File: config.mk
export PLATFORM = sky130hd
export DESIGN_NAME = pid_turn_controller_top
export DESIGN_NICKNAME = d
export VERILOG_FILES = /design/src/rtl/ptc_pkg.sv /design/src/rtl/ptc_cfg_regs.sv /design/src/rtl/ptc_front.sv /design/src/rtl/ptc_back.sv /design/src/rtl/pid_turn_controller_top.sv
export SDC_FILE = /design/constraint.sdc
export NUM_CORES = 2
export LEC_CHECK = 0
export BUFFER_PORTS_ARGS = -buffer_cell sky130_fd_sc_hd__clkbuf_2
export CAP_MARGIN = 25
export CORE_MARGIN = 2
export CORE_UTILIZATION = 35
export DETAILED_ROUTE_END_ITERATION = 10
export PLACE_DENSITY = 0.57
export SKIP_LAST_GASP = 1
export SLEW_MARGIN = 30
export SYNTH_ARGS = -nofsm -noshare
export SYNTH_HDL_FRONTEND = slang
export SYNTH_HIERARCHICAL = 1
export SYNTH_SLANG_ARGS = --single-unit
File: constraint.sdc
create_clock -name aclk -period 10.92 [get_ports aclk]
set_clock_uncertainty 0.2 [all_clocks]
set_input_delay 1.092 -clock aclk [delete_from_list [all_inputs] [get_ports aclk]]
set_output_delay 1.092 -clock aclk [all_outputs]
set_load 0.01 [all_outputs]
File: src/rtl/ptc_pkg.sv
// ----------------------------------------------------------------------------
// ptc_pkg
// Shared types and constants for the PID turn controller: field widths,
// configuration register indexes, gain set and pipeline stage structures.
// ----------------------------------------------------------------------------
package ptc_pkg;

    // Field widths
    localparam int DEV_W   = 8;
    localparam int GAIN_W  = 16;
    localparam int INTEG_W = 32;
    localparam int DIFF_W  = DEV_W + 1;
    localparam int TURN_W  = 8;
    localparam int CIDX_W  = 3;

    // Output clamp magnitude
    localparam int TURN_LIMIT = 100;

    // Configuration register indexes
    typedef enum logic [CIDX_W-1:0] {
        CFG_GAIN_P     = 3'd0,
        CFG_GAIN_I     = 3'd1,
        CFG_GAIN_D     = 3'd2,
        CFG_ALT_GAIN_P = 3'd3,
        CFG_ALT_GAIN_I = 3'd4,
        CFG_ALT_GAIN_D = 3'd5,
        CFG_EDGE_RIGHT = 3'd6
    } cfg_index_t;

    // One set of Q7.8 gains
    typedef struct packed {
        logic signed [GAIN_W-1:0] p;
        logic signed [GAIN_W-1:0] i;
        logic signed [GAIN_W-1:0] d;
    } gain_set_t;

    // Full configuration as seen by the datapath
    typedef struct packed {
        gain_set_t norm;
        gain_set_t alt;
        logic      edge_right;
    } cfg_t;

    // Front stage result: the three PID components and the gain set pick
    typedef struct packed {
        logic signed [DEV_W-1:0]   p;
        logic signed [INTEG_W-1:0] i;
        logic signed [DIFF_W-1:0]  d;
        logic                      alt;
    } stage_t;

endpackage

File: src/rtl/ptc_cfg_regs.sv
// ----------------------------------------------------------------------------
// ptc_cfg_regs
// Configuration register file: two gain sets and the edge direction bit.
// Writes to indexes beyond the list are dropped.
// ----------------------------------------------------------------------------
module ptc_cfg_regs import ptc_pkg::*; (
    input  logic              aclk,
    input  logic              aresetn,
    input  logic              cfg_valid,
    output logic              cfg_ready,
    input  logic [CIDX_W-1:0] cfg_index,
    input  logic [GAIN_W-1:0] cfg_data,
    output cfg_t              cfg
);

    cfg_t cfg_reg;
    cfg_t cfg_next;

    // Always take configuration writes
    assign cfg_ready = 1'b1;
    assign cfg       = cfg_reg;

    // Decode the register index
    always_comb begin
        cfg_next = cfg_reg;
        if (cfg_valid) begin
            unique case (cfg_index_t'(cfg_index))
                CFG_GAIN_P:     cfg_next.norm.p     = cfg_data;
                CFG_GAIN_I:     cfg_next.norm.i     = cfg_data;
                CFG_GAIN_D:     cfg_next.norm.d     = cfg_data;
                CFG_ALT_GAIN_P: cfg_next.alt.p      = cfg_data;
                CFG_ALT_GAIN_I: cfg_next.alt.i      = cfg_data;
                CFG_ALT_GAIN_D: cfg_next.alt.d      = cfg_data;
                CFG_EDGE_RIGHT: cfg_next.edge_right = cfg_data[0];
                default:        cfg_next            = cfg_reg;
            endcase
        end
    end

    // Hold the registers, load defaults on reset
    always_ff @(posedge aclk) begin
        if (!aresetn) begin
            cfg_reg.norm.p     <= GAIN_W'(512);
            cfg_reg.norm.i     <= '0;
            cfg_reg.norm.d     <= GAIN_W'(1280);
            cfg_reg.alt.p      <= '0;
            cfg_reg.alt.i      <= '0;
            cfg_reg.alt.d      <= '0;
            cfg_reg.edge_right <= 1'b1;
        end else begin
            cfg_reg <= cfg_next;
        end
    end

endmodule

File: src/rtl/ptc_front.sv
// ----------------------------------------------------------------------------
// ptc_front
// Input stage: accepts a deviation, updates the saturating integral and the
// deviation history, and registers the P, I and D components.
// ----------------------------------------------------------------------------
module ptc_front import ptc_pkg::*; (
    input  logic                    aclk,
    input  logic                    aresetn,
    input  logic                    s_valid,
    output logic                    s_ready,
    input  logic signed [DEV_W-1:0] s_deviation,
    input  logic                    s_use_alt_gains,
    output logic                    stg_valid,
    input  logic                    stg_ready,
    output stage_t                  stg
);

    logic                      stg_valid_reg;
    logic                      stg_valid_next;
    stage_t                    stg_reg;
    stage_t                    stg_next;
    logic signed [DEV_W-1:0]   last_dev_reg;
    logic signed [INTEG_W-1:0] error_sum_reg;
    logic signed [INTEG_W:0]   integ_wide;
    logic signed [INTEG_W-1:0] integ_sat;
    logic                      accept;

    assign s_ready   = !stg_valid_reg || stg_ready;
    assign accept    = s_valid && s_ready;
    assign stg_valid = stg_valid_reg;
    assign stg       = stg_reg;

    // Add the deviation into the integral, saturate on overflow
    always_comb begin
        integ_wide = {error_sum_reg[INTEG_W-1], error_sum_reg}
                   + {{(INTEG_W + 1 - DEV_W){s_deviation[DEV_W-1]}}, s_deviation};
        if (integ_wide[INTEG_W] != integ_wide[INTEG_W-1]) begin
            integ_sat = integ_wide[INTEG_W] ? {1'b1, {(INTEG_W-1){1'b0}}}
                                            : {1'b0, {(INTEG_W-1){1'b1}}};
        end else begin
            integ_sat = integ_wide[INTEG_W-1:0];
        end
    end

    // Form the stage contents
    always_comb begin
        stg_next.p   = s_deviation;
        stg_next.i   = integ_sat;
        stg_next.d   = {s_deviation[DEV_W-1], s_deviation}
                     - {last_dev_reg[DEV_W-1], last_dev_reg};
        stg_next.alt = s_use_alt_gains;
        stg_valid_next = s_ready ? s_valid : stg_valid_reg;
    end

    // Control and state registers
    always_ff @(posedge aclk) begin
        if (!aresetn) begin
            stg_valid_reg <= 1'b0;
            last_dev_reg  <= '0;
            error_sum_reg <= '0;
        end else begin
            stg_valid_reg <= stg_valid_next;
            if (accept) begin
                last_dev_reg  <= s_deviation;
                error_sum_reg <= integ_sat;
            end
        end
    end

    // Payload register
    always_ff @(posedge aclk) begin
        if (accept) begin
            stg_reg <= stg_next;
        end
    end

    // History follows the accepted deviation
    a_history: assert property (@(posedge aclk) disable iff (!aresetn)
        (accept && aresetn) |=> (last_dev_reg == $past(s_deviation)))
        else $error("deviation history not updated on accept");

    // Stalled stage holds its contents
    a_stage_hold: assert property (@(posedge aclk) disable iff (!aresetn)
        (aresetn && stg_valid_reg && !stg_ready) |=> (stg_valid_reg && $stable(stg_reg)))
        else $error("front stage changed while stalled");

endmodule

File: src/rtl/ptc_back.sv
// ----------------------------------------------------------------------------
// ptc_back
// Product and output stages: multiplies each component by its gain, then
// truncates toward zero, sums, applies the edge sign and clamps the result.
// ----------------------------------------------------------------------------
module ptc_back import ptc_pkg::*; (
    input  logic                     aclk,
    input  logic                     aresetn,
    input  cfg_t                     cfg,
    input  logic                     stg_valid,
    output logic                     stg_ready,
    input  stage_t                   stg,
    output logic                     m_valid,
    input  logic                     m_ready,
    output logic signed [TURN_W-1:0] m_turn
);

    localparam int PP_W  = GAIN_W + DEV_W;
    localparam int PI_W  = GAIN_W + INTEG_W;
    localparam int PD_W  = GAIN_W + DIFF_W;
    localparam int SUM_W = PI_W - 8 + 2;
    localparam logic signed [SUM_W-1:0] LIM = SUM_W'(TURN_LIMIT);

    // Divide a product by 256, rounding toward zero
    function automatic logic signed [PI_W-9:0] div256_tz(input logic signed [PI_W-1:0] v);
        logic signed [PI_W-1:0] biased;
        biased = v + (v[PI_W-1] ? PI_W'(255) : PI_W'(0));
        return biased[PI_W-1:8];
    endfunction

    gain_set_t                gains;
    logic                     prod_valid_reg;
    logic                     prod_valid_next;
    logic signed [PP_W-1:0]   prod_p_reg;
    logic signed [PI_W-1:0]   prod_i_reg;
    logic signed [PD_W-1:0]   prod_d_reg;
    logic signed [PP_W-1:0]   prod_p_next;
    logic signed [PI_W-1:0]   prod_i_next;
    logic signed [PD_W-1:0]   prod_d_next;
    logic                     out_valid_reg;
    logic                     out_valid_next;
    logic signed [TURN_W-1:0] turn_reg;
    logic signed [TURN_W-1:0] turn_next;
    logic signed [SUM_W-1:0]  sum;
    logic signed [SUM_W-1:0]  signed_sum;
    logic                     out_adv;
    logic                     prod_load;

    assign out_adv   = !out_valid_reg || m_ready;
    assign stg_ready = !prod_valid_reg || out_adv;
    assign prod_load = stg_valid && stg_ready;
    assign m_valid   = out_valid_reg;
    assign m_turn    = turn_reg;

    // Pick the gain set and multiply
    always_comb begin
        gains       = stg.alt ? cfg.alt : cfg.norm;
        prod_p_next = gains.p * stg.p;
        prod_i_next = gains.i * stg.i;
        prod_d_next = gains.d * stg.d;
        prod_valid_next = stg_ready ? stg_valid : prod_valid_reg;
    end

    // Truncate the terms, sum, apply direction and clamp
    always_comb begin
        sum = SUM_W'(div256_tz(PI_W'(prod_p_reg)))
            + SUM_W'(div256_tz(prod_i_reg))
            + SUM_W'(div256_tz(PI_W'(prod_d_reg)));
        signed_sum = cfg.edge_right ? sum : -sum;
        if (signed_sum >= LIM) begin
            turn_next = TURN_W'(LIM);
        end else if (signed_sum <= -LIM) begin
            turn_next = TURN_W'(-LIM);
        end else begin
            turn_next = signed_sum[TURN_W-1:0];
        end
        out_valid_next = out_adv ? prod_valid_reg : out_valid_reg;
    end

    // Control registers
    always_ff @(posedge aclk) begin
        if (!aresetn) begin
            prod_valid_reg <= 1'b0;
            out_valid_reg  <= 1'b0;
        end else begin
            prod_valid_reg <= prod_valid_next;
            out_valid_reg  <= out_valid_next;
        end
    end

    // Payload registers
    always_ff @(posedge aclk) begin
        if (prod_load) begin
            prod_p_reg <= prod_p_next;
            prod_i_reg <= prod_i_next;
            prod_d_reg <= prod_d_next;
        end
        if (prod_valid_reg && out_adv) begin
            turn_reg <= turn_next;
        end
    end

    // Result stays inside the clamp range
    a_turn_range: assert property (@(posedge aclk) disable iff (!aresetn)
        m_valid |-> ((m_turn <= TURN_W'(TURN_LIMIT)) && (m_turn >= -TURN_W'(TURN_LIMIT))))
        else $error("turn outside clamp range");

    // An empty output register fills from a full product stage
    a_out_fill: assert property (@(posedge aclk) disable iff (!aresetn)
        (aresetn && prod_valid_reg && !out_valid_reg) |=> out_valid_reg)
        else $error("product stage did not advance into empty output");

    // Product stage never overflows
    a_prod_flow: assert property (@(posedge aclk) disable iff (!aresetn)
        (aresetn && prod_valid_reg && !out_adv) |=> prod_valid_reg)
        else $error("stalled product stage lost its transaction");

endmodule

File: src/rtl/pid_turn_controller_top.sv
// ----------------------------------------------------------------------------
// pid_turn_controller_top
// Line-following steering PID with two gain sets, shared integral and
// deviation history, and a clamped turn command.
//
//   channel  | ports                              | direction
//   ---------+------------------------------------+-----------
//   input    | s_valid s_ready s_deviation        | in
//            | s_use_alt_gains                    |
//   result   | m_valid m_ready m_turn             | out
//   config   | cfg_valid cfg_ready cfg_index      | in
//            | cfg_data                           |
//
// One transaction per cycle sustained while m_ready is high; an accepted input
// is registered in the front stage, product stage and output register in turn.
// The product stage sets the cycle: a 16x32 multiply for the integral term.
// Reset is synchronous; integral, history and configuration return to defaults.
// A stalled result backs up through the stages; input is taken while any
// stage still has room.
// ----------------------------------------------------------------------------
module pid_turn_controller_top import ptc_pkg::*; (
    input  logic                     aclk,
    input  logic                     aresetn,
    input  logic                     s_valid,
    output logic                     s_ready,
    input  logic signed [DEV_W-1:0]  s_deviation,
    input  logic                     s_use_alt_gains,
    output logic                     m_valid,
    input  logic                     m_ready,
    output logic signed [TURN_W-1:0] m_turn,
    input  logic                     cfg_valid,
    output logic                     cfg_ready,
    input  logic [CIDX_W-1:0]        cfg_index,
    input  logic [GAIN_W-1:0]        cfg_data
);

    cfg_t   cfg;
    stage_t stg;
    logic   stg_valid;
    logic   stg_ready;

    // Configuration registers
    ptc_cfg_regs u_cfg (
        .aclk      (aclk),
        .aresetn   (aresetn),
        .cfg_valid (cfg_valid),
        .cfg_ready (cfg_ready),
        .cfg_index (cfg_index),
        .cfg_data  (cfg_data),
        .cfg       (cfg)
    );

    // Integral, history and component stage
    ptc_front u_front (
        .aclk            (aclk),
        .aresetn         (aresetn),
        .s_valid         (s_valid),
        .s_ready         (s_ready),
        .s_deviation     (s_deviation),
        .s_use_alt_gains (s_use_alt_gains),
        .stg_valid       (stg_valid),
        .stg_ready       (stg_ready),
        .stg             (stg)
    );

    // Products, sum and clamp
    ptc_back u_back (
        .aclk      (aclk),
        .aresetn   (aresetn),
        .cfg       (cfg),
        .stg_valid (stg_valid),
        .stg_ready (stg_ready),
        .stg       (stg),
        .m_valid   (m_valid),
        .m_ready   (m_ready),
        .m_turn    (m_turn)
    );

endmodule
==> impl_metrics.yaml <==
run_status:
  outcome: "complete, no violations"
die:
  fp.dieH_um: 369
  start_util_pct: 35.1
  io_pins: 44
  rows: 134
  die_x_um: 369
  dieArea_um2: 136000
  core_um2: 133000
synthesis:
  synth-seq-cells: 295
  yosysWarnings: 6
  synth_ff_type: "edfxtp_1"
  yosys-top-cells-area: "fa_1 (31%), edfxtp_1 (10%), ha_1 (8.7%)"
  syn-cell-area_um2: 46700
  synth_fa_ha_area_share_pct: 40.1
  synth_top_family_by_area: "adder cells"
  synthMuxAreaShare_pct: 3.45
  ys_types: 111
  synth-xor-area-share_pct: 5.06
  async_flop_share_pct: 0
  syn_area_per_cell_um2: 9.23
  ys_seq_area_share_pct: 16.0
  synth_edf_count: 155
  synthesis.instances: 5059
  synth_compound_gate_area_share_pct: 9.91
  synth.top_cell.area_share_pct: 31.2
  synth_area_leader_cell: "fa_1"
  synthesis.nets: 6145
  synthSimpleGateAreaFrac_pct: 17.2
finish:
  nets: 6060
  drive_above_1_share_pct: 7.22
  area_growth_pct: 6.73
  largest_register_ffs: 97
  mostFrequentLayoutCell: "inv_1"
  final_cell_mix: "inv_1 (791), nand2_1 (734), fa_1 (728)"
setup_path:
  crit_arrival_ns: 9.25
  timing.rr.end: "u_back/prod_i_reg[45]"
  path_common_cell: "fa_1"
  crit_path_end_kind: "flip-flop"
  slowest_delay_ns: 0.77
  rrSetupSlack_ns: 1.80
  crit_fanout: 32
  r2r_start: "u_front/stg[0]"
  cp_data_required_time_ns: 11.05
  slowest_stage: "mux2_2"
  startpoint_type: "flip-flop"
  path_class: "reg2reg"
  reg2regPathDepth: 27
timing:
  finalCritPeriodShare_pct: 83.5
  fmax_mhz: 110
  hold_viol: 0
  slew_headroom_pct: 37.6
  tightest_slew_ns: 0.918
  setup_viol: 0
  finalMaxSlewViolations: 0
  rsz0062_at_grt: "false"
  tns_ns: 0
  fin_crit_ns: 9.12
grt:
  grt_util_all_layers_pct: 18.1
  grt_max_degree: 74
  grt.overflow.total: 0
  grt_pass1_vias: 36500
  grt_antenna_before_repair: 1
  grt_pass1_wl_um: 198000
clocking:
  clock_path_buffers: 3
  ctsHoldBuffers: 0
  cts_buffers: 37
  clkSinkCount: 295
  clockRootBuffer: "clkbuf_16"
  cts-htree-levels: 2
  clkLatencyLatePin_ns: 0.57
  ctsResizeCount: 0
  tritoncts: "yes"
  cts_setup_buffers: 0
  clk_pin_slew_ns: 0.07
pwr:
  power_leakage_nw: 22.0
  total_power_mw: 7.18
  powerDensity_nw_per_um2: 144
  ir_drop_v: 0.000106
hold_path:
  hold_start: "u_cfg/cfg[62]"
  worstHoldEndpoint: "u_cfg/cfg[62]"
  hold_depth: 2
  worstHoldPathType: "reg2reg"
drt:
  drt-total-wl_um: 121000
  wl_per_cell_um: 17.9
  dr.pass1.iters: 5
  drtIter0Drc: 2125
  vias: 34300
  drc: 0
  routed_via_density: 5.07
  ant_nets: 0
placed_design:
  numPortBuffers: 42
  place.gp.congestion: 0.852
  dp.final_hpwl_um: 95000
flow_run:
  max_cap_viol_count: 0
[critical path, delay by kind of cell, from the launching register on]
kind                       cells  cell delay [ns]
and+or+nand+nor                2             0.27
DFF                            1             0.57
buffers and inverters          4             0.42
AOI/OAI and AO/OA             12             3.05
adders and majority gates      7             3.45
muxes                          1             0.77
xor gates and xnor gates       1             0.11
[worst max path at each step]
stage	depth (start not counted)	slack, ns	endpoint	start
floorplan	29	2.38	u_back/prod_i_reg[45]	u_front/stg[0]
global placement	26	1.60	u_back/prod_i_reg[45]	u_front/stg[0]
detailed placement	26	1.48	u_back/prod_i_reg[45]	u_front/stg[0]
CTS	26	1.46	u_back/prod_i_reg[45]	u_front/stg[0]
global route	31	1.08	u_back/m_turn[3]	u_back/prod_p_reg[23]
finish	27	1.80	u_back/prod_i_reg[45]	u_front/stg[0]
[layer usage]
layer	up-vias	GRT usage [%]	share of wire, %
met3	128	1.66	4.3
li1	16100	-	-
met4	0	3.96	1.9
met1	17300	25.3	47
met5	-	0	0
met2	794	30.3	47
[report_power, final]
group          internal [mW]  total (mW)  switching [mW]
clock network          0.735        1.26           0.523
logic                   1.63        4.23            2.61
registers               1.37        1.69           0.323
total                   3.73        7.18            3.45
[logic make-up (layout without fill, tap and decap cells)]
| logic type | Yosys count | after routing |
|---|---|---|
| adder cells (fa/ha/maj) | 1062 | 1062 |
| AO/OA/AOI/OAI | 658 | 658 |
| AND/OR/NAND/NOR | 1623 | 1623 |
| multiplexers | 156 | 156 |
| flip-flops | 295 | 295 |
| XOR/XNOR | 269 | 269 |
| buffers and inverters | 995 | 937 |
| other | 1 | 2 |
[cell usage after synthesis, drive strengths merged (140+ instances only)]
cell,n
a21oi,181
and2,140
clkbuf,148
dfxtp,140
edfxtp,155
fa,728
ha,325
inv,792
nand2,753
nor2,151
nor2b,203
xnor2,188
[final cells by class]
type | instances | area (um^2)
multi-input cells | 3769 | 35400
well taps | 1768 | 2210
fillers | 13400 | 83100
flip-flops and latches | 295 | 7460
diodes | 1 | 2.50
clock inverters | 18 | 195
repair buffers | 77 | 499
clock buffers | 48 | 1050
inverters | 794 | 2980
[through the flow]
| step | hold slack [ns] | cell area [um^2] | util, % | setup slack (ns) | std cells |
|---|---|---|---|---|---|
| global route | 0.275 | 49800 | 37.5 | 1.08 | 6770 |
| CTS | 0.258 | 49800 | 37.4 | 1.46 | 6767 |
| global placement | 0.241 | 48500 | 36.5 | 1.60 | 6701 |
| detailed placement | 0.249 | 48500 | 36.5 | 1.48 | 6701 |
| finish | 0.255 | 49800 | 37.5 | 1.80 | 6770 |
| floorplan | 0.232 | 46700 | - | 2.38 | 5059 |
Power figures use the tool's default switching activity.
